<file path="src/sv/cad_pkg.sv">
package cad_pkg;

   localparam int WORD_W      = 16;
   localparam int POWER_W     = 32;
   localparam int ENERGY_W    = 40;
   localparam int PROD_W      = ENERGY_W + WORD_W;
   localparam int CSR_INDEX_W = 8;

   localparam int WORK_DEPTH  = 4;
   localparam int WORK_PTR_W  = 2;
   localparam int RSP_DEPTH   = 8;
   localparam int RSP_PTR_W   = 3;

   localparam logic [2:0] EV_IDLE        = 3'd0;
   localparam logic [2:0] EV_ACTIVATED   = 3'd1;
   localparam logic [2:0] EV_DEACTIVATED = 3'd2;
   localparam logic [2:0] EV_APPEND      = 3'd3;
   localparam logic [2:0] EV_PARTIAL     = 3'd4;

   localparam logic [CSR_INDEX_W-1:0] REG_THRESHOLD_RATIO = 8'd0;
   localparam logic [CSR_INDEX_W-1:0] REG_MAX_BLOCKS      = 8'd1;

   localparam logic [WORD_W-1:0] THRESHOLD_RESET  = 16'd511;
   localparam logic [WORD_W-1:0] MAX_BLOCKS_RESET = 16'd16;

   typedef struct packed {
      logic [2:0]         channel_id;
      logic signed [15:0] sample_re;
      logic signed [15:0] sample_im;
      logic               last_bin;
   } req_item_type;

   typedef struct packed {
      logic [2:0]  out_channel;
      logic [2:0]  event_res;
      logic [15:0] part_number;
      logic [15:0] activation_count;
      logic [15:0] flushed_blocks;
   } rsp_item_type;

   typedef struct packed {
      logic [2:0]         channel;
      logic [POWER_W-1:0] power;
      logic               last_bin;
   } work_type;

   typedef struct packed {
      logic     valid;
      work_type work;
   } work_head_type;

   typedef struct packed {
      logic         valid;
      rsp_item_type item;
   } rsp_write_type;

endpackage

</file>
<file path="src/sv/cad_rsp_queue.sv">
module cad_rsp_queue (
   input  logic                          clock,
   input  logic                          reset,
   input  cad_pkg::rsp_write_type        rsp_write,
   input  logic                          pop,
   output logic                          empty,
   output cad_pkg::rsp_item_type         rsp_item,
   output logic [cad_pkg::RSP_PTR_W:0]   level
);

   cad_pkg::rsp_item_type             queue_ff [cad_pkg::RSP_DEPTH];
   logic [cad_pkg::RSP_PTR_W-1:0]     wr_ptr_ff;
   logic [cad_pkg::RSP_PTR_W-1:0]     rd_ptr_ff;
   logic [cad_pkg::RSP_PTR_W:0]       count_ff;
   logic [cad_pkg::RSP_PTR_W:0]       count_in;
   logic                              read_en;

   assign empty   = count_ff == '0;
   assign read_en = pop && !empty;
   assign level   = count_ff;

   always_comb begin
      count_in = count_ff;
      if (rsp_write.valid && !read_en) begin
         count_in = count_ff + 1'b1;
      end else if (!rsp_write.valid && read_en) begin
         count_in = count_ff - 1'b1;
      end
   end

   always_ff @(posedge clock) begin
      if (reset) begin
         wr_ptr_ff <= '0;
         rd_ptr_ff <= '0;
         count_ff  <= '0;
      end else begin
         count_ff <= count_in;
         if (rsp_write.valid) begin
            wr_ptr_ff <= wr_ptr_ff + 1'b1;
         end
         if (read_en) begin
            rd_ptr_ff <= rd_ptr_ff + 1'b1;
         end
      end
   end

   always_ff @(posedge clock) begin
      if (rsp_write.valid) begin
         queue_ff[wr_ptr_ff] <= rsp_write.item;
      end
   end

   assign rsp_item = queue_ff[rd_ptr_ff];

endmodule

</file>
<file path="config.mk">
export PLATFORM = sky130hd
export DESIGN_NAME = cad_rsp_queue
export DESIGN_NICKNAME = d
export VERILOG_FILES = /design/src/sv/cad_pkg.sv /design/src/sv/cad_rsp_queue.sv
export SDC_FILE = /design/constraint.sdc
export NUM_CORES = 1
export LEC_CHECK = 0
export ABC_AREA = 1
export BUFFER_PORTS_ARGS = -buffer_cell sky130_fd_sc_hd__buf_2
export CAP_MARGIN = 10
export CORE_ASPECT_RATIO = 0.7
export CORE_MARGIN = 1
export CORE_UTILIZATION = 45
export DETAILED_ROUTE_END_ITERATION = 7
export PLACE_DENSITY = 0.74
export SETUP_SLACK_MARGIN = 0.15
export SYNTH_ARGS = -nofsm -noshare
export SYNTH_HDL_FRONTEND = slang
export SYNTH_SLANG_ARGS = --single-unit
</file>
<file path="constraint.sdc">
create_clock -name clock -period 4.5 [get_ports clock]
set_input_delay 0.45 -clock clock [delete_from_list [all_inputs] [get_ports clock]]
set_output_delay 0.45 -clock clock [all_outputs]
set_load 0.02 [all_outputs]
</file>
# Word-level counts from Yosys, hierarchy flattened
# Memories as Yosys holds them, arrays and structs flattened. A register that Yosys moved wholly into a read port is not among the register bits.
# Cells that the tools add are included.
# totals
wordCells	22
register_bits	10
in_bits	58
n_memories	1
output_inout_bits	59
ramBits	432
# mem_list
memory	depth	word_bits	read_ports	rd_ports_with_merged_regs	wr	line_no	rtl
queue_ff	8	54	1	1	1	cad_rsp_queue.sv:11	cad_pkg::rsp_item_type queue_ff [cad_pkg::RSP_DEPTH];
# classes
reduce_logical	8
muxes	6
addsub	4
# ops
operator	count
4-bit two-way mux	2
3-bit by 1-bit adder with 3-bit output, second input constant	2
3-bit two-way mux	2
4-bit by 1-bit adder with 4-bit output, second input constant	1
4-bit zero test	1
4-bit by 1-bit subtractor with 4-bit output, second input constant	1
1-bit logical AND	3
1-bit zero test	3
1-bit two-way mux	2
2-bit nonzero test	1

# Depth between registers and ports, before layout
# depth
ltp_word	6
mapped_depth	13
mapped_depth_nobuf	13

# Worst setup path after synthesis
# OpenSTA, ideal clock, no wires.
# synth_timing
path_type	input-to-reg
startpoint	input port rsp_write[54] (netlist name)
endpoint	memory queue_ff[0][0] (netlist name) (enable)
setup_ps	466
cell_stages	3
t_arrival_ps	3082
slack_ps	952
n_path_buf	0
required_time_ps	4034
cell_sequence	inv_1 or2_2 nor2_1
# synth_via
elab_chain_cells	2
# synth_rtl
item	line_no	rtl
start: declaration	cad_rsp_queue.sv:4	input cad_pkg::rsp_write_type rsp_write,
1-bit two-way mux	cad_rsp_queue.sv:48	if (rsp_write.valid) begin
1-bit two-way mux (not written as such)	cad_rsp_queue.sv:49	queue_ff[wr_ptr_ff] <= rsp_write.item;
end: declaration	cad_rsp_queue.sv:11	
# No other way between the ends.

==> metrics <==
TNS Setup=0 ps; period utilization=0.732; Post-Synth Simple-Gate Area=0.157; # port buffers=116; Yosys warnings=0; initial antenna violation count=2; die height=169 um; Worst-Skew Late Latency=550 ps; synthesis-to-finish area growth=12.7%; TritonCTS clock tree=yes; # nets final=1685; largest family of logic cells by synthesized area=simple AND/OR/NAND/NOR gates; top cells by area, synth=edfxtp_1 73%, nor2_1 9.4%, nand2_1 6.1%, o21ai_1 3.6%, o21ai_0 2.6%; cell count after placement=2104; Synth Area in XOR/XNOR=0.000982; worst clock skew=14.4 ps; Max Clk Rate=0.304 GHz; NetSw=3300 uW; final worst slack=1210 ps; cell with the most instances after synthesis=nor2_1; LEAKAGE=0.00737 uW; RSZ-0062 raised after global routing=no; CP arrival=2840 ps; Sw Share=0.312; CTS clock-pin slew for the worst setup and hold paths=60 ps; DRC Markers=0; Worst-Margin Slew=1110 ps; min-delay worst type=input pin to flip-flop; EDFF count, synth=432; H-tree Lvls=2; Max FO, Critical Path=66; layout cell share with drive strength beyond 1=0.122; fill count=3298; multi-input logic area=4120 um2; CP endpoint kind=output pin; full die area=40500 um2; sequential power share=0.451; Initial Util=0.460; Core Rows=60; status=completed; combinational power share=0.234; power after layout=10600 uW; global-route wire length before repair=60500 um; routed vias/inst=5.16; # Max-Cap Violations=0; via count=11300; total CTS buffers=42; flops & latches, synth=445; Seq/Total Area, Yosys=0.742; WS Path Type=flip-flop to output pin; placed wire-length estimate=21100 um; cts repair resizes=0; Post-Syn Instances=1523; Post-Route WL=39300 um; root buf cell=clkbuf_16; fin. max-slew vios=0; Post-CTS Hold Buffers=0; cell taking the most area after synthesis=edfxtp_1; commonest cells in the synthesized netlist=448 x nor2_1, 432 x edfxtp_1, 289 x nand2_1; post-CTS setup buffers=0; fin crit period=3290 ps; CTS max path bufs=3; compound-cell area share of the yosys netlist=0.0642; Setup WS pre-CTS=1800 ps; asr flop ratio synth=0; synth unique cells=21; top_reg_cell synth=edfxtp_1; Yosys top cell area share=0.727; grt ovf=0; Pwr Density=526 nW/um2; Final Hold Violating Endpoints=0; chip width=240 um; sequential cell area=13200 um2; post-synthesis mux area share=0; antenna cells=0; Syn Nets=1587; Internal=7270 uW; synthesized area per cell=11.7 um2; Startpoint Class=flip-flop; # setup viols final=0; Req. time, crit path=4050 ps; gpl congestion=0.769; synthesized cell area=17800 um2; largest net degree at the start of global routing=217; initial drt markers=1193; VDD IR max=0.392 mV; WL/cell=18.0 um; adder-cell share of the synthesized area=0.00463; vias in the first global route=10700; clock sinks=445; core box area=38700 um2; I/O Pins=117; Tot GR Track Use=0.193; Slew HR=0.260; Final ANT Viol Nets=0; Final Non-Filler Cells=2180; clock power share=0.315; DR pass1 iterations=7
kinds of logic after synthesis:
group	Yosys count
AO/OA/AOI/OAI	229
buffers and inverters	96
XOR/XNOR	2
AND/OR/NAND/NOR	745
flip-flops	445
adder cells (fa/ha/maj)	6
stage by stage:
stage	area (um2)	util	hold WS [ps]
after floorplan	17800	-	450
after global placement	18800	0.486	477
after detailed placement	18800	0.486	488
after CTS	20100	0.519	123
after global routing	20100	0.519	135
final	20100	0.519	147
worst max-delay path: stages, from the launching register on:
cell and delay [ps]:
dfxtp_4 900, clkinv_2 150, buf_4 380, nor2_1 190, o21ai_0 110, nand2_1 120
nand2_1 60, nand2_1 150, buf_2 180
registers in the layout, summed over array words and instances, names as in the netlist, named ones only:
| name | cells |
|---|---|
| level | 4 |
| wr_ptr_ff | 3 |
| rd_ptr_ff | 3 |
| queue_ff | 432 |
cell usage in the layout, fill, tap and decap left out, drive strengths merged:
master and n:
nand2 289, xor2 2, bufinv 1, dfxtp 13
ha 5, clkinvlp 2, nor2 448, or2 2
o21ai 221, fa 1, clkbuf 55, inv 14
buf 135, nand3 6, edfxtp 432, a21oi 8
clkinv 19
routing by layer:
| layer | up-vias | share of wire | track usage |
|---|---|---|---|
| met3 | 54 | 0.071 | 0.0346 |
| met5 | - | 0.00051 | 0 |
| met4 | 4 | 0.017 | 0.0507 |
| met1 | 5376 | 0.44 | 0.276 |
| met2 | 411 | 0.47 | 0.308 |
| li1 | 5406 | - | - |
power groups by stage:
stage | combinational (uW) | clock, uW | sequential (uW)
detailed placement | 2480 | 0 | 4850
CTS | 2490 | 3390 | 4760
finish | 2470 | 3330 | 4760
floorplan | 1810 | 0 | 4820
global route | 2770 | 3540 | 4780
global placement | 2420 | 0 | 4850
final timing paths:
| kind | from | endpoint | slack, ps | cells past startpoint |
|---|---|---|---|---|
| min | reset | wr_ptr_ff[0] | 150 | 2 |
| max | flip-flop | rsp_item[34] | 1210 | 8 |
| max reg2reg | wr_ptr_ff[0] | queue_ff[0][34] | 2140 | 3 |
| min reg2reg | rd_ptr_ff[2] | flip-flop | 500 | 2 |
layout make-up:
type | instances | area share
multi-input combinational | 982 | 0.205
inverter | 15 | 0.00311
clock inverter | 21 | 0.00579
sequential | 445 | 0.659
clock buffer | 55 | 0.0579
timing repair buffer | 135 | 0.0372
tap | 527 | 0.0328
(Power assumes the default switching activity.)
