File: src/sv/cad_pkg.sv
package cad_pkg;

   localparam int WORD_W      = 16;
   localparam int POWER_W     = 32;
   localparam int ENERGY_W    = 40;
   localparam int PROD_W      = ENERGY_W + WORD_W;
   localparam int CSR_INDEX_W = 8;

   localparam int WORK_DEPTH  = 4;
   localparam int WORK_PTR_W  = 2;
   localparam int RSP_DEPTH   = 8;
   localparam int RSP_PTR_W   = 3;

   localparam logic [2:0] EV_IDLE        = 3'd0;
   localparam logic [2:0] EV_ACTIVATED   = 3'd1;
   localparam logic [2:0] EV_DEACTIVATED = 3'd2;
   localparam logic [2:0] EV_APPEND      = 3'd3;
   localparam logic [2:0] EV_PARTIAL     = 3'd4;

   localparam logic [CSR_INDEX_W-1:0] REG_THRESHOLD_RATIO = 8'd0;
   localparam logic [CSR_INDEX_W-1:0] REG_MAX_BLOCKS      = 8'd1;

   localparam logic [WORD_W-1:0] THRESHOLD_RESET  = 16'd511;
   localparam logic [WORD_W-1:0] MAX_BLOCKS_RESET = 16'd16;

   typedef struct packed {
      logic [2:0]         channel_id;
      logic signed [15:0] sample_re;
      logic signed [15:0] sample_im;
      logic               last_bin;
   } req_item_type;

   typedef struct packed {
      logic [2:0]  out_channel;
      logic [2:0]  event_res;
      logic [15:0] part_number;
      logic [15:0] activation_count;
      logic [15:0] flushed_blocks;
   } rsp_item_type;

   typedef struct packed {
      logic [2:0]         channel;
      logic [POWER_W-1:0] power;
      logic               last_bin;
   } work_type;

   typedef struct packed {
      logic     valid;
      work_type work;
   } work_head_type;

   typedef struct packed {
      logic         valid;
      rsp_item_type item;
   } rsp_write_type;

endpackage

File: src/sv/cad_front.sv
module cad_front #(
   parameter int NUM_CHANNELS = 8
) (
   input  logic                  clock,
   input  logic                  reset,
   input  logic                  push,
   input  cad_pkg::req_item_type req_item,
   output logic                  full,
   input  logic                  work_pop,
   output cad_pkg::work_head_type head
);

   logic signed [31:0]                 re_sq;
   logic signed [31:0]                 im_sq;
   cad_pkg::work_type                  work_in;
   logic                               channel_ok;
   logic                               write_en;
   cad_pkg::work_type                  queue_ff [cad_pkg::WORK_DEPTH];
   logic [cad_pkg::WORK_PTR_W-1:0]     wr_ptr_ff;
   logic [cad_pkg::WORK_PTR_W-1:0]     rd_ptr_ff;
   logic [cad_pkg::WORK_PTR_W:0]       count_ff;
   logic [cad_pkg::WORK_PTR_W:0]       count_in;

   assign re_sq = 32'(req_item.sample_re) * 32'(req_item.sample_re);
   assign im_sq = 32'(req_item.sample_im) * 32'(req_item.sample_im);

   assign channel_ok = int'(req_item.channel_id) < NUM_CHANNELS;

   always_comb begin
      work_in.channel  = req_item.channel_id;
      work_in.power    = unsigned'(re_sq) + unsigned'(im_sq);
      work_in.last_bin = req_item.last_bin;
   end

   assign full     = count_ff == (cad_pkg::WORK_PTR_W + 1)'(cad_pkg::WORK_DEPTH);
   assign write_en = push && !full && channel_ok;

   always_comb begin
      count_in = count_ff;
      if (write_en && !work_pop) begin
         count_in = count_ff + 1'b1;
      end else if (!write_en && work_pop) begin
         count_in = count_ff - 1'b1;
      end
   end

   always_ff @(posedge clock) begin
      if (reset) begin
         wr_ptr_ff <= '0;
         rd_ptr_ff <= '0;
         count_ff  <= '0;
      end else begin
         count_ff <= count_in;
         if (write_en) begin
            wr_ptr_ff <= wr_ptr_ff + 1'b1;
         end
         if (work_pop) begin
            rd_ptr_ff <= rd_ptr_ff + 1'b1;
         end
      end
   end

   always_ff @(posedge clock) begin
      if (write_en) begin
         queue_ff[wr_ptr_ff] <= work_in;
      end
   end

   assign head.valid = count_ff != '0;
   assign head.work  = queue_ff[rd_ptr_ff];

endmodule

File: config.mk
export PLATFORM = sky130hd
export DESIGN_NAME = cad_front
export DESIGN_NICKNAME = d
export VERILOG_FILES = /design/src/sv/cad_pkg.sv /design/src/sv/cad_front.sv
export SDC_FILE = /design/constraint.sdc
export NUM_CORES = 1
export LEC_CHECK = 0
export ABC_AREA = 1
export ABC_CLOCK_PERIOD_IN_PS = 15820
export BUFFER_PORTS_ARGS = -buffer_cell sky130_fd_sc_hd__buf_4
export CORE_UTILIZATION = 50
export DETAILED_ROUTE_END_ITERATION = 6
export PLACE_DENSITY_LB_ADDON = 0.2
export SKIP_CTS_REPAIR_TIMING = 1
export SLEW_MARGIN = 20
export SYNTH_ARGS = -nofsm -noshare
export SYNTH_HDL_FRONTEND = slang
export SYNTH_SLANG_ARGS = --single-unit
File: constraint.sdc
create_clock -name clock -period 15.82 [get_ports clock]
set_clock_uncertainty 0.05 [all_clocks]
set_input_delay 0.791 -clock clock [delete_from_list [all_inputs] [get_ports clock]]
set_output_delay 0.791 -clock clock [all_outputs]
set_load 0.01 [all_outputs]
# Word level (Yosys, flattened, before mapping)
# Memories as Yosys holds them, arrays and structs flattened. A register that Yosys moved wholly into a read port is not among the register bits.
# Cells that the tools add are included.
dict set report word_totals {
  reg_bits 7
  latch_bits 0
  ram_bits 144
  rom_bits 0
  inputBits 40
  output_inout_bits 38
  word_cells 26
  memories 1
}
dict set report op_classes {
  addsub 5
  multipliers 2
  div 0
  n_lt_le_gt_ge 0
  eq_ne 1
  n_shift 0
  mux 6
  bitwise_logic 0
  reduce_logical 8
}
# name words width read_ports rd_ports_with_merged_regs write_ports line_no
set mem_list {}
lappend mem_list {queue_ff 4 36 1 1 1 cad_front.sv:18} ;# cad_pkg::work_type queue_ff [cad_pkg::WORK_DEPTH];
# op n
set ops {}
lappend ops {{16-bit by 16-bit multiplier with 32-bit output} 2}
lappend ops {{32-bit adder} 1}
lappend ops {{3-bit two-way mux} 2}
lappend ops {{2-bit by 1-bit adder with 2-bit output (second input constant)} 2}
lappend ops {{2-bit two-way mux} 2}
lappend ops {{3-bit by 1-bit adder with 3-bit output (second input constant)} 1}
lappend ops {{3-bit equality test (second input constant)} 1}
lappend ops {{1-bit logical AND} 3}
lappend ops {{1-bit zero test} 3}
lappend ops {{3-bit nonzero test} 1}
lappend ops {{3-bit by 1-bit subtractor with 3-bit output (second input constant)} 1}
lappend ops {{1-bit two-way mux} 2}
lappend ops {{2-bit nonzero test} 1}

# Logic depth before layout (Yosys ltp)
dict set report depth {
  word_depth 7
  depth_mapped 30
  ltp_nobuf 28
}

# Least setup slack after synthesis
# OpenSTA, ideal clock, no wires.
dict set report synth_timing {
  path_kind {input port to flip-flop}
  from {input port req_item[1] (netlist bit)}
  to {memory queue_ff[0][30] (netlist bit) (data pin)}
  setup_ps 271
  arrival_ps 7043
  t_required_ps 15499
  setup_slack_ps 8456
  path_stages 22
  n_path_buf 2
  cell_sequence {clkbuf_1 clkbuf_1 nand2_1 inv_1 fa_1 fa_1 inv_1 fa_1 inv_1 fa_1 fa_1 fa_1 fa_1 inv_1 fa_1 inv_1 ha_1 a21oi_1 o21ai_0 o21ai_0 nand3_1 xor2_1}
}
# item line_no
set synth_lines {}
lappend synth_lines {{start: declaration} cad_front.sv:7} ;# input cad_pkg::req_item_type req_item,
lappend synth_lines {{end: declaration} cad_front.sv:18}

==> impl_table.tex <==
\begin{tabular}{lr}
\hline
Metric & Value \\
\hline
\multicolumn{2}{l}{\textbf{Outcome}} \\
Result of the run & finished, final reports clean \\
\multicolumn{2}{l}{\textbf{Yosys}} \\
Most frequent cells after synthesis & inv\_1 (804), fa\_1 (522), nand2\_1 (387), ha\_1 (151) \\
Area share of and/or/nand/nor cells after synthesis & between 10\% and 20\% \\
Largest area contributor in the netlist & fa\_1 \\
Number of flops mapped to enable cells by yosys & between 100 and 150 \\
Average size of a mapped cell & 9.44 um2 \\
Warning count from the yosys run & 0 \\
Dominant combinational cell family by area after synthesis & adder cells \\
Most numerous cell in the Yosys netlist & inv\_1 \\
Proportion of synthesized area in mux cells & 0\% \\
Synth Cell Area & 24100 um2 \\
Synthesized flop and latch total & 153 \\
Number of standard cells after synthesis & around 2.6k \\
Fraction of synthesized cell area taken by the top area cell type & between 40\% and 50\% \\
Area share of xor/xnor cells in the synthesized design & roughly 1.4\% \\
Top cells by area in the synthesized netlist & fa\_1 (43\%), edfxtp\_1 (18\%), inv\_1 (13\%), ha\_1 (7.8\%), nand2\_1 (6.0\%) \\
Top\_reg\_cell synth & edfxtp\_1 \\
Async set-reset flop share out of synthesis & 0\% \\
Fraction of the mapped netlist area in compound gates & approximately 4.3\% \\
Number of nets in the synthesized netlist & 3263 \\
Share of synthesized area occupied by flip-flops and latches & between 10\% and 20\% \\
Count of unique library cells instantiated by Yosys & 43 \\
Share of synthesized cell area in full adder, half adder and majority cells & roughly 51\% \\
\multicolumn{2}{l}{\textbf{Drt}} \\
DRC errors left & 0 \\
Remaining antenna violation count after routing & 0 \\
Via count normalized by instance count & just under 5 \\
First-pass detailed-route iteration total & 5 \\
Wire length per cell & about 17 um \\
Initial detailed-routing violation count & approximately 900 \\
Via count & 15.9k \\
Post-detailed-routing wire length & 53100 um \\
\multicolumn{2}{l}{\textbf{Run}} \\
Max-cap viol count & 0 \\
\multicolumn{2}{l}{\textbf{STA}} \\
RSZ-0062 raised after global routing & no \\
Ratio of final minimum period to clock period & 47.5\% \\
Count of pins over their slew limit & 0 \\
Period minus WS final & between 7 and 8 ns \\
Fmax & 0.133 GHz \\
Hold Vio Cnt, Final & 0 \\
Sum of negative setup slack & 0 ns \\
Max-slew headroom & between 50\% and 60\% \\
Post-route setup slack & 8.31 ns \\
Worst-Margin Slew & between 0.7 and 0.8 ns \\
Setup violations, final & 0 \\
\multicolumn{2}{l}{\textbf{GRT}} \\
Global routing usage summed across all routing layers & 23.1\% \\
Vias in the first global route & around 17k \\
Remaining global-route overflow & 0 \\
Largest net degree at the start of global routing & 74 \\
Initial antenna violation count & 0 \\
First-pass GRT wire length & between 80000 and 90000 um \\
\multicolumn{2}{l}{\textbf{Placement}} \\
DP HPWL & between 40000 and 50000 um \\
Final RePlAce weighted congestion & between 0.8 and 0.9 \\
Setup WS pre-CTS & 7.90 ns \\
Number of buffers added on ports & a little under 80 \\
\multicolumn{2}{l}{\textbf{Clock network}} \\
H-Tree Level Count & 4 \\
Clock buffers created by TritonCTS & 17 \\
Max Root-Sink Buffers & 2 \\
Clk slew on worst S/H paths & approximately 0.060 ns \\
Clock latency at the later pin of the worst-skew pair & between 0.4 and 0.5 ns \\
Root buffer cell & clkbuf\_16 \\
CTS Sinks & 153 \\
Clock tree from TritonCTS & done \\
\multicolumn{2}{l}{\textbf{Die}} \\
Die height & between 200 and 250 um \\
Initial cell density of the core & 50.5\% \\
Total Die Area & approximately 49000 um2 \\
Die Wd & between 200 and 250 um \\
IO Count & around 80 \\
Core footprint & 47600 um2 \\
Number of cell rows & 80 \\
\multicolumn{2}{l}{\textbf{Worst setup path}} \\
Combined buffer and inverter count along the critical path & 6 \\
Arrival time at the worst endpoint & around 7.7 ns \\
Critical path class & input port to flop \\
Max incr delay on CP & 0.82 ns \\
Slowest cell on the critical path & fa\_1 \\
Most frequent CP cell & fa\_1 \\
Kind of cell with the highest combined delay on the critical path & adder cells \\
Startpoint type of the worst setup path & input port \\
Required time of the critical path & $\sim$16 ns \\
Critical Path Fanout Max & 17 \\
Critical path capture point type & flop \\
Cell-by-cell trace of the critical path & buf\_4 -> nand2\_1 -> fa\_1 -> inv\_1 -> fa\_1 -> inv\_1 -> fa\_1 -> inv\_1 -> fa\_1 -> fa\_1 -> fa\_1 -> fa\_1 -> inv\_1 -> fa\_1 -> inv\_1 -> ha\_1 -> a21oi\_1 -> o21ai\_0 -> a21oi\_1 -> nand3\_1 -> xor2\_1 \\
\multicolumn{2}{l}{\textbf{Cells and area}} \\
Antenna cells & 0 \\
Net count, final & $\sim$3.3k \\
Ratio of cells with drive above 1 in the final layout & 6.32\% \\
Multi-input logic area & roughly 16000 um2 \\
Sequential cell area & approximately 4500 um2 \\
P\&R area growth vs syn & 7.24\% \\
Fill cell instance count of the final layout & 4266 \\
\multicolumn{2}{l}{\textbf{Min path}} \\
Hold WC Path Type & flop to flop \\
\hline
\end{tabular}
-- worst paths after layout --
kind / startpoint / endpoint / slack, ns / depth (start not counted)
hold / removal: wr_ptr_ff[0] / wr_ptr_ff[0] / 0.46 / 2
hold reg to reg: wr_ptr_ff[0] / wr_ptr_ff[0] / 0.46 / 2
setup / recovery: req_item[2] / queue_ff[3][27] / 8.31 / 21
setup reg to reg: count_ff[0] / queue_ff[3][21] / 13.81 / 5
-- worst min-delay path: cells and delay by family, from the launching register on --
kind,cells,cell delay [ns]
flops,1,0.34
compound gates,1,0.06
simple gates,1,0.07
-- layout make-up --
| cell class | instances | share of cell area, % |
|---|---|---|
| multi-input cells | 1502 | 62.9 |
| flip-flops and latches | 153 | 17.4 |
| inverters | 808 | 11.7 |
| well taps | 615 | 2.98 |
| repair buffers | 85 | 2.47 |
| clock buffers | 20 | 1.69 |
| clock inverters | 12 | 0.766 |
-- cells by family (layout without fill, tap and decap cells) --
| family | after synthesis | in the layout |
|---|---|---|
| buffers and inverters | 895 | 925 |
| other | 1 | 1 |
| adders and majority gates | 673 | 673 |
| xor gates and xnor gates | 39 | 39 |
| and+or+nand+nor | 610 | 610 |
| DFF | 153 | 153 |
| AOI/OAI and AO/OA | 179 | 179 |
-- registers in the layout, summed over array words and instances, names as in the netlist, named ones only --
name / count
queue_ff: 144
count_ff: 3
rd_ptr_ff: 2
wr_ptr_ff: 2
-- metrics by stage --
| step | std cells | instance area (um2) | hold slack, ns | util, % |
|---|---|---|---|---|
| after detailed placement | 3163 | 25200 | 0.464 | 52.9 |
| after global placement | 3163 | 25200 | 0.442 | 52.9 |
| after floorplan | 2550 | 24100 | 0.425 | - |
| after global routing | 3195 | 25800 | 0.500 | 54.2 |
| after CTS | 3195 | 25800 | 0.472 | 54.2 |
| final | 3195 | 25800 | 0.464 | 54.2 |
-- layout by cell type (no fill, tap or decap), types with 8 or more instances in the layout --
cell | Yosys | layout
nand3_1 | 34 | 34
fa_1 | 522 | 522
edfxtp_1 | 144 | 144
xnor2_1 | 9 | 9
clkbuf_16 | 0 | 17
ha_1 | 151 | 151
buf_4 | 0 | 85
xor2_1 | 30 | 30
nand2_2 | 11 | 11
o22ai_1 | 36 | 36
nor2_1 | 144 | 140
nor2_4 | 4 | 8
o21ai_0 | 84 | 84
nand4_1 | 10 | 10
inv_1 | 804 | 804
nand2_1 | 387 | 387
a21oi_1 | 25 | 25
dfxtp_1 | 9 | 8
-- per-layer routing --
| metal | GRT usage (%) | wire, um |
|---|---|---|
| met4 | 5.65 | 958 |
| met5 | 0 | 0 |
| met2 | 40.7 | 26900 |
| met3 | 2.60 | 2020 |
| met1 | 30.6 | 23200 |
Power is left out: the tool's default activity adds up to more than one toggle a clock period on the data nets, which glitch-free logic cannot reach.
