[src/sv/cad_pkg.sv]
package cad_pkg;

   localparam int WORD_W      = 16;
   localparam int POWER_W     = 32;
   localparam int ENERGY_W    = 40;
   localparam int PROD_W      = ENERGY_W + WORD_W;
   localparam int CSR_INDEX_W = 8;

   localparam int WORK_DEPTH  = 4;
   localparam int WORK_PTR_W  = 2;
   localparam int RSP_DEPTH   = 8;
   localparam int RSP_PTR_W   = 3;

   localparam logic [2:0] EV_IDLE        = 3'd0;
   localparam logic [2:0] EV_ACTIVATED   = 3'd1;
   localparam logic [2:0] EV_DEACTIVATED = 3'd2;
   localparam logic [2:0] EV_APPEND      = 3'd3;
   localparam logic [2:0] EV_PARTIAL     = 3'd4;

   localparam logic [CSR_INDEX_W-1:0] REG_THRESHOLD_RATIO = 8'd0;
   localparam logic [CSR_INDEX_W-1:0] REG_MAX_BLOCKS      = 8'd1;

   localparam logic [WORD_W-1:0] THRESHOLD_RESET  = 16'd511;
   localparam logic [WORD_W-1:0] MAX_BLOCKS_RESET = 16'd16;

   typedef struct packed {
      logic [2:0]         channel_id;
      logic signed [15:0] sample_re;
      logic signed [15:0] sample_im;
      logic               last_bin;
   } req_item_type;

   typedef struct packed {
      logic [2:0]  out_channel;
      logic [2:0]  event_res;
      logic [15:0] part_number;
      logic [15:0] activation_count;
      logic [15:0] flushed_blocks;
   } rsp_item_type;

   typedef struct packed {
      logic [2:0]         channel;
      logic [POWER_W-1:0] power;
      logic               last_bin;
   } work_type;

   typedef struct packed {
      logic     valid;
      work_type work;
   } work_head_type;

   typedef struct packed {
      logic         valid;
      rsp_item_type item;
   } rsp_write_type;

endpackage

[src/sv/cad_back.sv]
module cad_back #(
   parameter int NUM_CHANNELS = 8
) (
   input  logic                           clock,
   input  logic                           reset,
   input  cad_pkg::work_head_type         head,
   output logic                           work_pop,
   input  logic [cad_pkg::WORD_W-1:0]     threshold_ratio,
   input  logic [cad_pkg::WORD_W-1:0]     max_blocks,
   input  logic [cad_pkg::RSP_PTR_W:0]    rsp_level,
   output cad_pkg::rsp_write_type         rsp_write
);

   localparam int CH_W = (NUM_CHANNELS > 1) ? $clog2(NUM_CHANNELS) : 1;
   localparam int E_W  = cad_pkg::ENERGY_W;
   localparam int P_W  = cad_pkg::PROD_W;
   localparam int W_W  = cad_pkg::WORD_W;

   logic [E_W-1:0]  energy_ff   [NUM_CHANNELS];
   logic [E_W-1:0]  previous_ff [NUM_CHANNELS];
   logic            active_ff   [NUM_CHANNELS];
   logic [W_W-1:0]  held_ff     [NUM_CHANNELS];
   logic [W_W-1:0]  part_ff     [NUM_CHANNELS];
   logic [W_W-1:0]  act_ff      [NUM_CHANNELS];

   logic [CH_W-1:0] a_idx;
   logic [E_W:0]    a_sum;
   logic [E_W-1:0]  energy_in;
   logic [cad_pkg::RSP_PTR_W+1:0] credit_use;

   logic            a_valid_ff;
   logic [2:0]      a_ch_ff;
   logic [E_W-1:0]  a_e_ff;
   logic [E_W-1:0]  a_p_ff;

   logic            b_valid_ff;
   logic [2:0]      b_ch_ff;
   logic [E_W-1:0]  b_e_ff;
   logic [E_W-1:0]  b_p_ff;
   logic [P_W-1:0]  b_et_ff;
   logic [P_W-1:0]  b_pt_ff;

   logic [CH_W-1:0] c_idx;
   logic            fall;
   logic            rise;
   logic            active_in;
   logic [W_W-1:0]  held_in;
   logic [W_W-1:0]  part_in;
   logic [W_W-1:0]  act_in;
   logic [2:0]      event_in;
   logic [W_W-1:0]  part_number_in;
   logic [W_W-1:0]  flushed_in;

   // Results still in the pipeline hold a place in the result queue.
   assign credit_use = (cad_pkg::RSP_PTR_W + 2)'(rsp_level)
                     + (cad_pkg::RSP_PTR_W + 2)'(a_valid_ff)
                     + (cad_pkg::RSP_PTR_W + 2)'(b_valid_ff);
   assign work_pop = head.valid
                  && (credit_use < (cad_pkg::RSP_PTR_W + 2)'(cad_pkg::RSP_DEPTH));

   assign a_idx     = CH_W'(head.work.channel);
   assign a_sum     = {1'b0, energy_ff[a_idx]} + (E_W + 1)'(head.work.power);
   assign energy_in = a_sum[E_W] ? '1 : a_sum[E_W-1:0];

   always_ff @(posedge clock) begin
      if (reset) begin
         for (int i = 0; i < NUM_CHANNELS; i++) begin
            energy_ff[i]   <= '0;
            previous_ff[i] <= '1;
         end
         a_valid_ff <= 1'b0;
         b_valid_ff <= 1'b0;
      end else begin
         a_valid_ff <= work_pop && head.work.last_bin;
         b_valid_ff <= a_valid_ff;
         if (work_pop) begin
            if (head.work.last_bin) begin
               energy_ff[a_idx]   <= '0;
               previous_ff[a_idx] <= energy_in;
            end else begin
               energy_ff[a_idx] <= energy_in;
            end
         end
      end
   end

   always_ff @(posedge clock) begin
      a_ch_ff <= head.work.channel;
      a_e_ff  <= energy_in;
      a_p_ff  <= previous_ff[a_idx];
      b_ch_ff <= a_ch_ff;
      b_e_ff  <= a_e_ff;
      b_p_ff  <= a_p_ff;
      b_et_ff <= P_W'(a_e_ff) * P_W'(threshold_ratio);
      b_pt_ff <= P_W'(a_p_ff) * P_W'(threshold_ratio);
   end

   assign c_idx = CH_W'(b_ch_ff);
   assign fall  = P_W'({b_p_ff, 8'h00}) > b_et_ff;
   assign rise  = b_pt_ff < P_W'({b_e_ff, 8'h00});

   always_comb begin
      active_in      = active_ff[c_idx];
      held_in        = held_ff[c_idx];
      part_in        = part_ff[c_idx];
      act_in         = act_ff[c_idx];
      event_in       = cad_pkg::EV_IDLE;
      part_number_in = '0;
      flushed_in     = '0;
      priority if (active_ff[c_idx] && fall) begin
         active_in      = 1'b0;
         act_in         = act_ff[c_idx] + 1'b1;
         event_in       = cad_pkg::EV_DEACTIVATED;
         part_number_in = part_ff[c_idx];
         flushed_in     = held_ff[c_idx];
         held_in        = '0;
         part_in        = part_ff[c_idx] + 1'b1;
      end else if (!active_ff[c_idx] && rise) begin
         active_in = 1'b1;
         event_in  = cad_pkg::EV_ACTIVATED;
         held_in   = W_W'(2);
         part_in   = '0;
      end else if (active_ff[c_idx]) begin
         if (held_ff[c_idx] >= max_blocks) begin
            event_in       = cad_pkg::EV_PARTIAL;
            part_number_in = part_ff[c_idx];
            flushed_in     = held_ff[c_idx];
            held_in        = W_W'(1);
            part_in        = part_ff[c_idx] + 1'b1;
         end else begin
            event_in = cad_pkg::EV_APPEND;
            if (held_ff[c_idx] != '1) begin
               held_in = held_ff[c_idx] + 1'b1;
            end
         end
      end
   end

   always_ff @(posedge clock) begin
      if (reset) begin
         for (int i = 0; i < NUM_CHANNELS; i++) begin
            active_ff[i] <= 1'b0;
            held_ff[i]   <= '0;
            part_ff[i]   <= '0;
            act_ff[i]    <= '0;
         end
      end else if (b_valid_ff) begin
         active_ff[c_idx] <= active_in;
         held_ff[c_idx]   <= held_in;
         part_ff[c_idx]   <= part_in;
         act_ff[c_idx]    <= act_in;
      end
   end

   always_comb begin
      rsp_write.valid                 = b_valid_ff;
      rsp_write.item.out_channel      = b_ch_ff;
      rsp_write.item.event_res        = event_in;
      rsp_write.item.part_number      = part_number_in;
      rsp_write.item.activation_count = act_in;
      rsp_write.item.flushed_blocks   = flushed_in;
   end

endmodule

[config.mk]
export PLATFORM = sky130hd
export DESIGN_NAME = cad_back
export DESIGN_NICKNAME = d
export VERILOG_FILES = /design/src/sv/cad_pkg.sv /design/src/sv/cad_back.sv
export SDC_FILE = /design/constraint.sdc
export NUM_CORES = 2
export LEC_CHECK = 0
export ABC_AREA = 1
export BUFFER_PORTS_ARGS = -buffer_cell sky130_fd_sc_hd__buf_2
export CAP_MARGIN = 20
export CORE_ASPECT_RATIO = 0.75
export CORE_UTILIZATION = 55
export DETAILED_ROUTE_END_ITERATION = 12
export PLACE_DENSITY = 0.77
export SYNTH_ARGS = -nofsm -noshare
export SYNTH_HDL_FRONTEND = slang
export SYNTH_SLANG_ARGS = --single-unit
[constraint.sdc]
create_clock -name clock -period 13.7 [get_ports clock]
set_input_delay 0.685 -clock clock [delete_from_list [all_inputs] [get_ports clock]]
set_output_delay 0.685 -clock clock [all_outputs]
set_load 0.02 [all_outputs]
-- Word level (Yosys, flattened, before mapping)
Memories as Yosys holds them, arrays and structs flattened. A register that Yosys moved wholly into a read port is not among the register bits.
Index checks and enable logic that the tools add are counted.
- add/subtract/negate cells: 6
- multipliers: 2
- order comparisons: 4
- equal/unequal tests: 1
- muxes and demuxes: 57
- bitwise operators: 1
- reductions and logical operators: 11
- operators by type and width (cell ; count):
    $mux 16 ; 21
    $mux 40 ; 4
    $mul 40x16->56 ; 2
    $reduce_or 40->1 ; 2
    $gt 48x56->1 ; 1
    $lt 56x48->1 ; 1
    $add 16x1->16 const B ; 3
    $reduce_or 16->1 ; 3
    $add 40x32->41 ; 1
    $mux 3 ; 10
    $mux 1 ; 22
    $ge 16x16->1 ; 1
    $ne 16x16->1 const B ; 1
    $add 4x1->5 ; 1
    $add 5x1->5 ; 1
    $lt 5x4->1 const B ; 1
    $logic_and 1x1->1 ; 4
    $logic_not 1->1 ; 1
    $or 1x1->1 ; 1
    $reduce_or 1->1 ; 1
- bits in registers: 240
- memory bits (writable): 1032
- input port bits: 75
- output and inout bits: 56
- word-level logic and storage cells: 97
- memories kept: 6
- memories (memory ; words ; bits a word ; read ports ; clocked after memory_dff ; wr ports ; line ; RTL):
    energy_ff ; 8 ; 40 ; 1 ; 0 ; 8 ; cad_back.sv:19 ; logic [E_W-1:0] energy_ff [NUM_CHANNELS];
    previous_ff ; 8 ; 40 ; 1 ; 1 ; 8 ; cad_back.sv:20 ; logic [E_W-1:0] previous_ff [NUM_CHANNELS];
    act_ff ; 8 ; 16 ; 1 ; 1 ; 8 ; cad_back.sv:24 ; logic [W_W-1:0] act_ff [NUM_CHANNELS];
    held_ff ; 8 ; 16 ; 1 ; 1 ; 8 ; cad_back.sv:22 ; logic [W_W-1:0] held_ff [NUM_CHANNELS];
    part_ff ; 8 ; 16 ; 1 ; 1 ; 8 ; cad_back.sv:23 ; logic [W_W-1:0] part_ff [NUM_CHANNELS];
    active_ff ; 8 ; 1 ; 1 ; 1 ; 8 ; cad_back.sv:21 ; logic active_ff [NUM_CHANNELS];

-- Longest topological paths before layout
- depth after elaboration: 10
- mapped depth: 29

-- Worst setup path after synthesis
Ideal clock, no wire load.
- path type: input to register
- start point: input threshold_ratio[1] (netlist bit)
- end point: register b_et_ff[42]
- data arrival time: 6.203 ns
- data required time: 13.579 ns
- slack: 7.376 ns
- stages: 24
- path buffers: 3
- path through: clkbuf_1 -> clkbuf_1 -> clkbuf_1 -> nand2_1 -> fa_1 -> inv_1 -> fa_1 -> inv_1 -> fa_1 -> inv_1 -> fa_1 -> fa_1 -> inv_1 -> fa_1 -> inv_1 -> ha_1 -> a21o_1 -> a21oi_1 -> a21boi_0 -> a21boi_0 -> o21ai_0 -> nand2_1 -> nand2_1 -> xor2_1
- cells in the longest elaborated chain, start to end: 1
- RTL lines (item ; line ; RTL):
    start: declaration ; cad_back.sv:8 ; input logic [cad_pkg::WORD_W-1:0] threshold_ratio,
    $mul 40x16->56 ; cad_back.sv:94 ; b_et_ff <= P_W'(a_e_ff) * P_W'(threshold_ratio);
    end signal: assignment ; cad_back.sv:94 ;
    end: declaration ; cad_back.sv:40 ; logic [P_W-1:0] b_et_ff;
No other way between the ends.
A chain may end at the register's enable or synchronous reset.

-- Final worst setup path
- start point: input threshold_ratio[8] (netlist bit)
- end point: register b_et_ff[42]
The elaborated chain is that of the path after synthesis.

==> reports/summary.txt <==
post_cts resized: 0
RePlAce Congestion: 1.00
Layout Nets: 12700
Setup Viol. Count Final: 0
starting density of the core: 55.4%
drt total wl: 306000 um
CP Launch Type: primary input
worst slew pin tran: 1.27 ns
later-pin clock latency in the skew report: 0.81 ns
R2R cell count: 22
CTS sink cnt: 1304
Clock Tree Buf Depth: 3
core area: 178000 um^2
R2R Setup Slk: 6.07 ns
DR iter-0 viols: 9747
top cell type's share of synthesized area: 31.4%
Synth Warn #: 0
CP Class: primary input to flip-flop
mapped cell area: 98800 um^2
Synth-to-Final Area Change: 7.35%
worst-path fanout max: 50
top cells by area, synth: edfxtp_1, fa_1, nand2_1
most common cell after layout, fill and taps aside: nand2_1
hold-fix buffers at CTS: 0
Root Buffer: clkbuf_16
Hold Crit Class: primary input to flip-flop
Post-Route Skew: 0.0742 ns
die area: 181000 um^2
hold path depth: 2
asr flop ratio synth: 0%
CTS tree: built
status: complete, no violations
GRT overflow: 0
post-DP HPWL: 206000 um
data required time at the worst endpoint: 14.33 ns
max_slew headroom: 15.4%
largest net degree at the start of global routing: 69
CTS buffer count: 136
Worst setup EP type: flip-flop
clock slew at reported path FFs: 0.06 ns
DR DRC count: 0
IO Count: 131
Die H: 369 um
Max Cap Viol: 0
Final Slew Violations: 0
FMAX: 129 MHz
unrepaired setup endpoints after global routing: no
final worst-path cycle share: 56.7%
Die Wd: 491 um
ANT nets after route: 0
Netlist cell types: 54
routed vias: 78600
Top FF cell, synth: edfxtp_1
fraction of layout cells with a size suffix above 1: 5.84%
EDFF count, synth: 1032
sequential area share after synthesis: 36.9%
DR pass1 iterations: 6
Final TNS setup: 0 ns
Tmin final: 7.77 ns
Synth Register Bits: 1304
fillcell total: 15000
Yosys top cell by area: edfxtp_1
via count of the first global-routing pass: 80800
Post-CTS Setup Inserts: 0
H-tree Lvls: 4
initial antenna violation count: 11
Tot GR Track Use: 34.1%
WL per Instance: 22.3 um
IO buf count: 130
Crit path arrival time: 8.40 ns
most frequent cells in the layout: nand2_1, inv_1, fa_1
syn nets: 12900
Synth Area per Inst: 8.71 um^2
Hold Vio Cnt, Final: 0
row cnt: 134
Syn Inst Count: 11300
first-pass GRT wire length: 470000 um
Vias/cell: 5.74
## cell usage after synthesis (43+ instances only)
cell,instances
nand3_1,166
nor2_1,1014
xor2_1,95
buf_2,44
inv_2,50
a22o_1,43
o21ai_0,195
nand2_1,3455
dfxtp_1,272
edfxtp_1,1032
ha_1,385
a21oi_1,383
a22oi_1,67
fa_1,1060
inv_1,2047
clkbuf_1,464
a221oi_1,77
nand4_1,123
## cells by family after synthesis
group | Yosys count | synth area share, %
adder cells (fa/ha/maj) | 1445 | 26.3
AO/OA/AOI/OAI | 892 | 5.44
flip-flops | 1304 | 36.9
AND/OR/NAND/NOR | 4898 | 19.7
buffers and inverters | 2671 | 10.5
XOR/XNOR | 137 | 1.22
## critical path: stages
cell      delay, ns
buf_2          0.66
buf_4          0.82
nand2_1        0.17
fa_1           0.55
inv_1          0.07
fa_1           0.50
fa_1           0.58
fa_1           0.43
fa_1           0.49
inv_1          0.05
fa_1           0.48
inv_1          0.05
ha_1           0.34
nand2_1        0.21
inv_1          0.06
a21oi_1        0.34
a21boi_0       0.61
a21boi_0       0.50
o21ai_0        0.33
nand2_1        0.16
nand2_1        0.09
xor2_1         0.15
## path summary, 6_finish.rpt
path	startpoint	to
max	threshold_ratio[8]	b_et_ff[42]
min	reset	b_valid_ff
max reg2reg	a_e_ff[23]	b_et_ff[42]
min reg2reg	a_ch_ff[0]	b_ch_ff[0]
## metrics by stage
stage          setup slack (ns)  utilization, %  instances  instance area, um^2  hold WS (ns)
3_3_place_gp               5.43            56.8      13400               101000         0.315
4_1_cts                    6.20            59.4      13700               106000        0.0895
3_5_place_dp               5.43            56.9      13400               101000         0.312
6_report                   5.93            59.5      13700               106000         0.126
2_1_floorplan              7.38               -      11300                98800         0.310
5_1_grt                    5.91            59.5      13700               106000         0.129
## final cells by class
type | count | area (um^2) | share of cell area, %
multi-input cells | 7372 | 52300 | 49.3
clock buffers | 182 | 3670 | 3.46
repair buffers | 283 | 1970 | 1.86
diodes | 3 | 7.51 | 0.00708
well taps | 2380 | 2980 | 2.81
flip-flops and latches | 1304 | 36400 | 34.4
inverters | 2100 | 7890 | 7.44
clock inverters | 68 | 871 | 0.821
## layer usage
metal,global-route usage [%],up-vias,part of all wire [%]
li1,-,34500,-
met1,46.4,38100,38
met2,52.1,5198,44
met3,8.43,819,13
met4,14.4,6,4.4
met5,0,-,0.013
## registers in the layout (all words and copies together) (netlist names)
| register | count |
|---|---|
| a_ch_ff | 3 |
| a_e_ff | 40 |
| a_p_ff | 40 |
| a_valid_ff | 1 |
| act_ff | 128 |
| active_ff | 8 |
| b_ch_ff | 3 |
| b_e_ff | 40 |
| b_et_ff | 56 |
| b_p_ff | 40 |
| b_pt_ff | 48 |
| b_valid_ff | 1 |
| energy_ff | 320 |
| held_ff | 128 |
| part_ff | 128 |
| previous_ff | 320 |
Power is not shown: default switching activity piles up to over one toggle a cycle in this logic, so the estimate is an artifact.
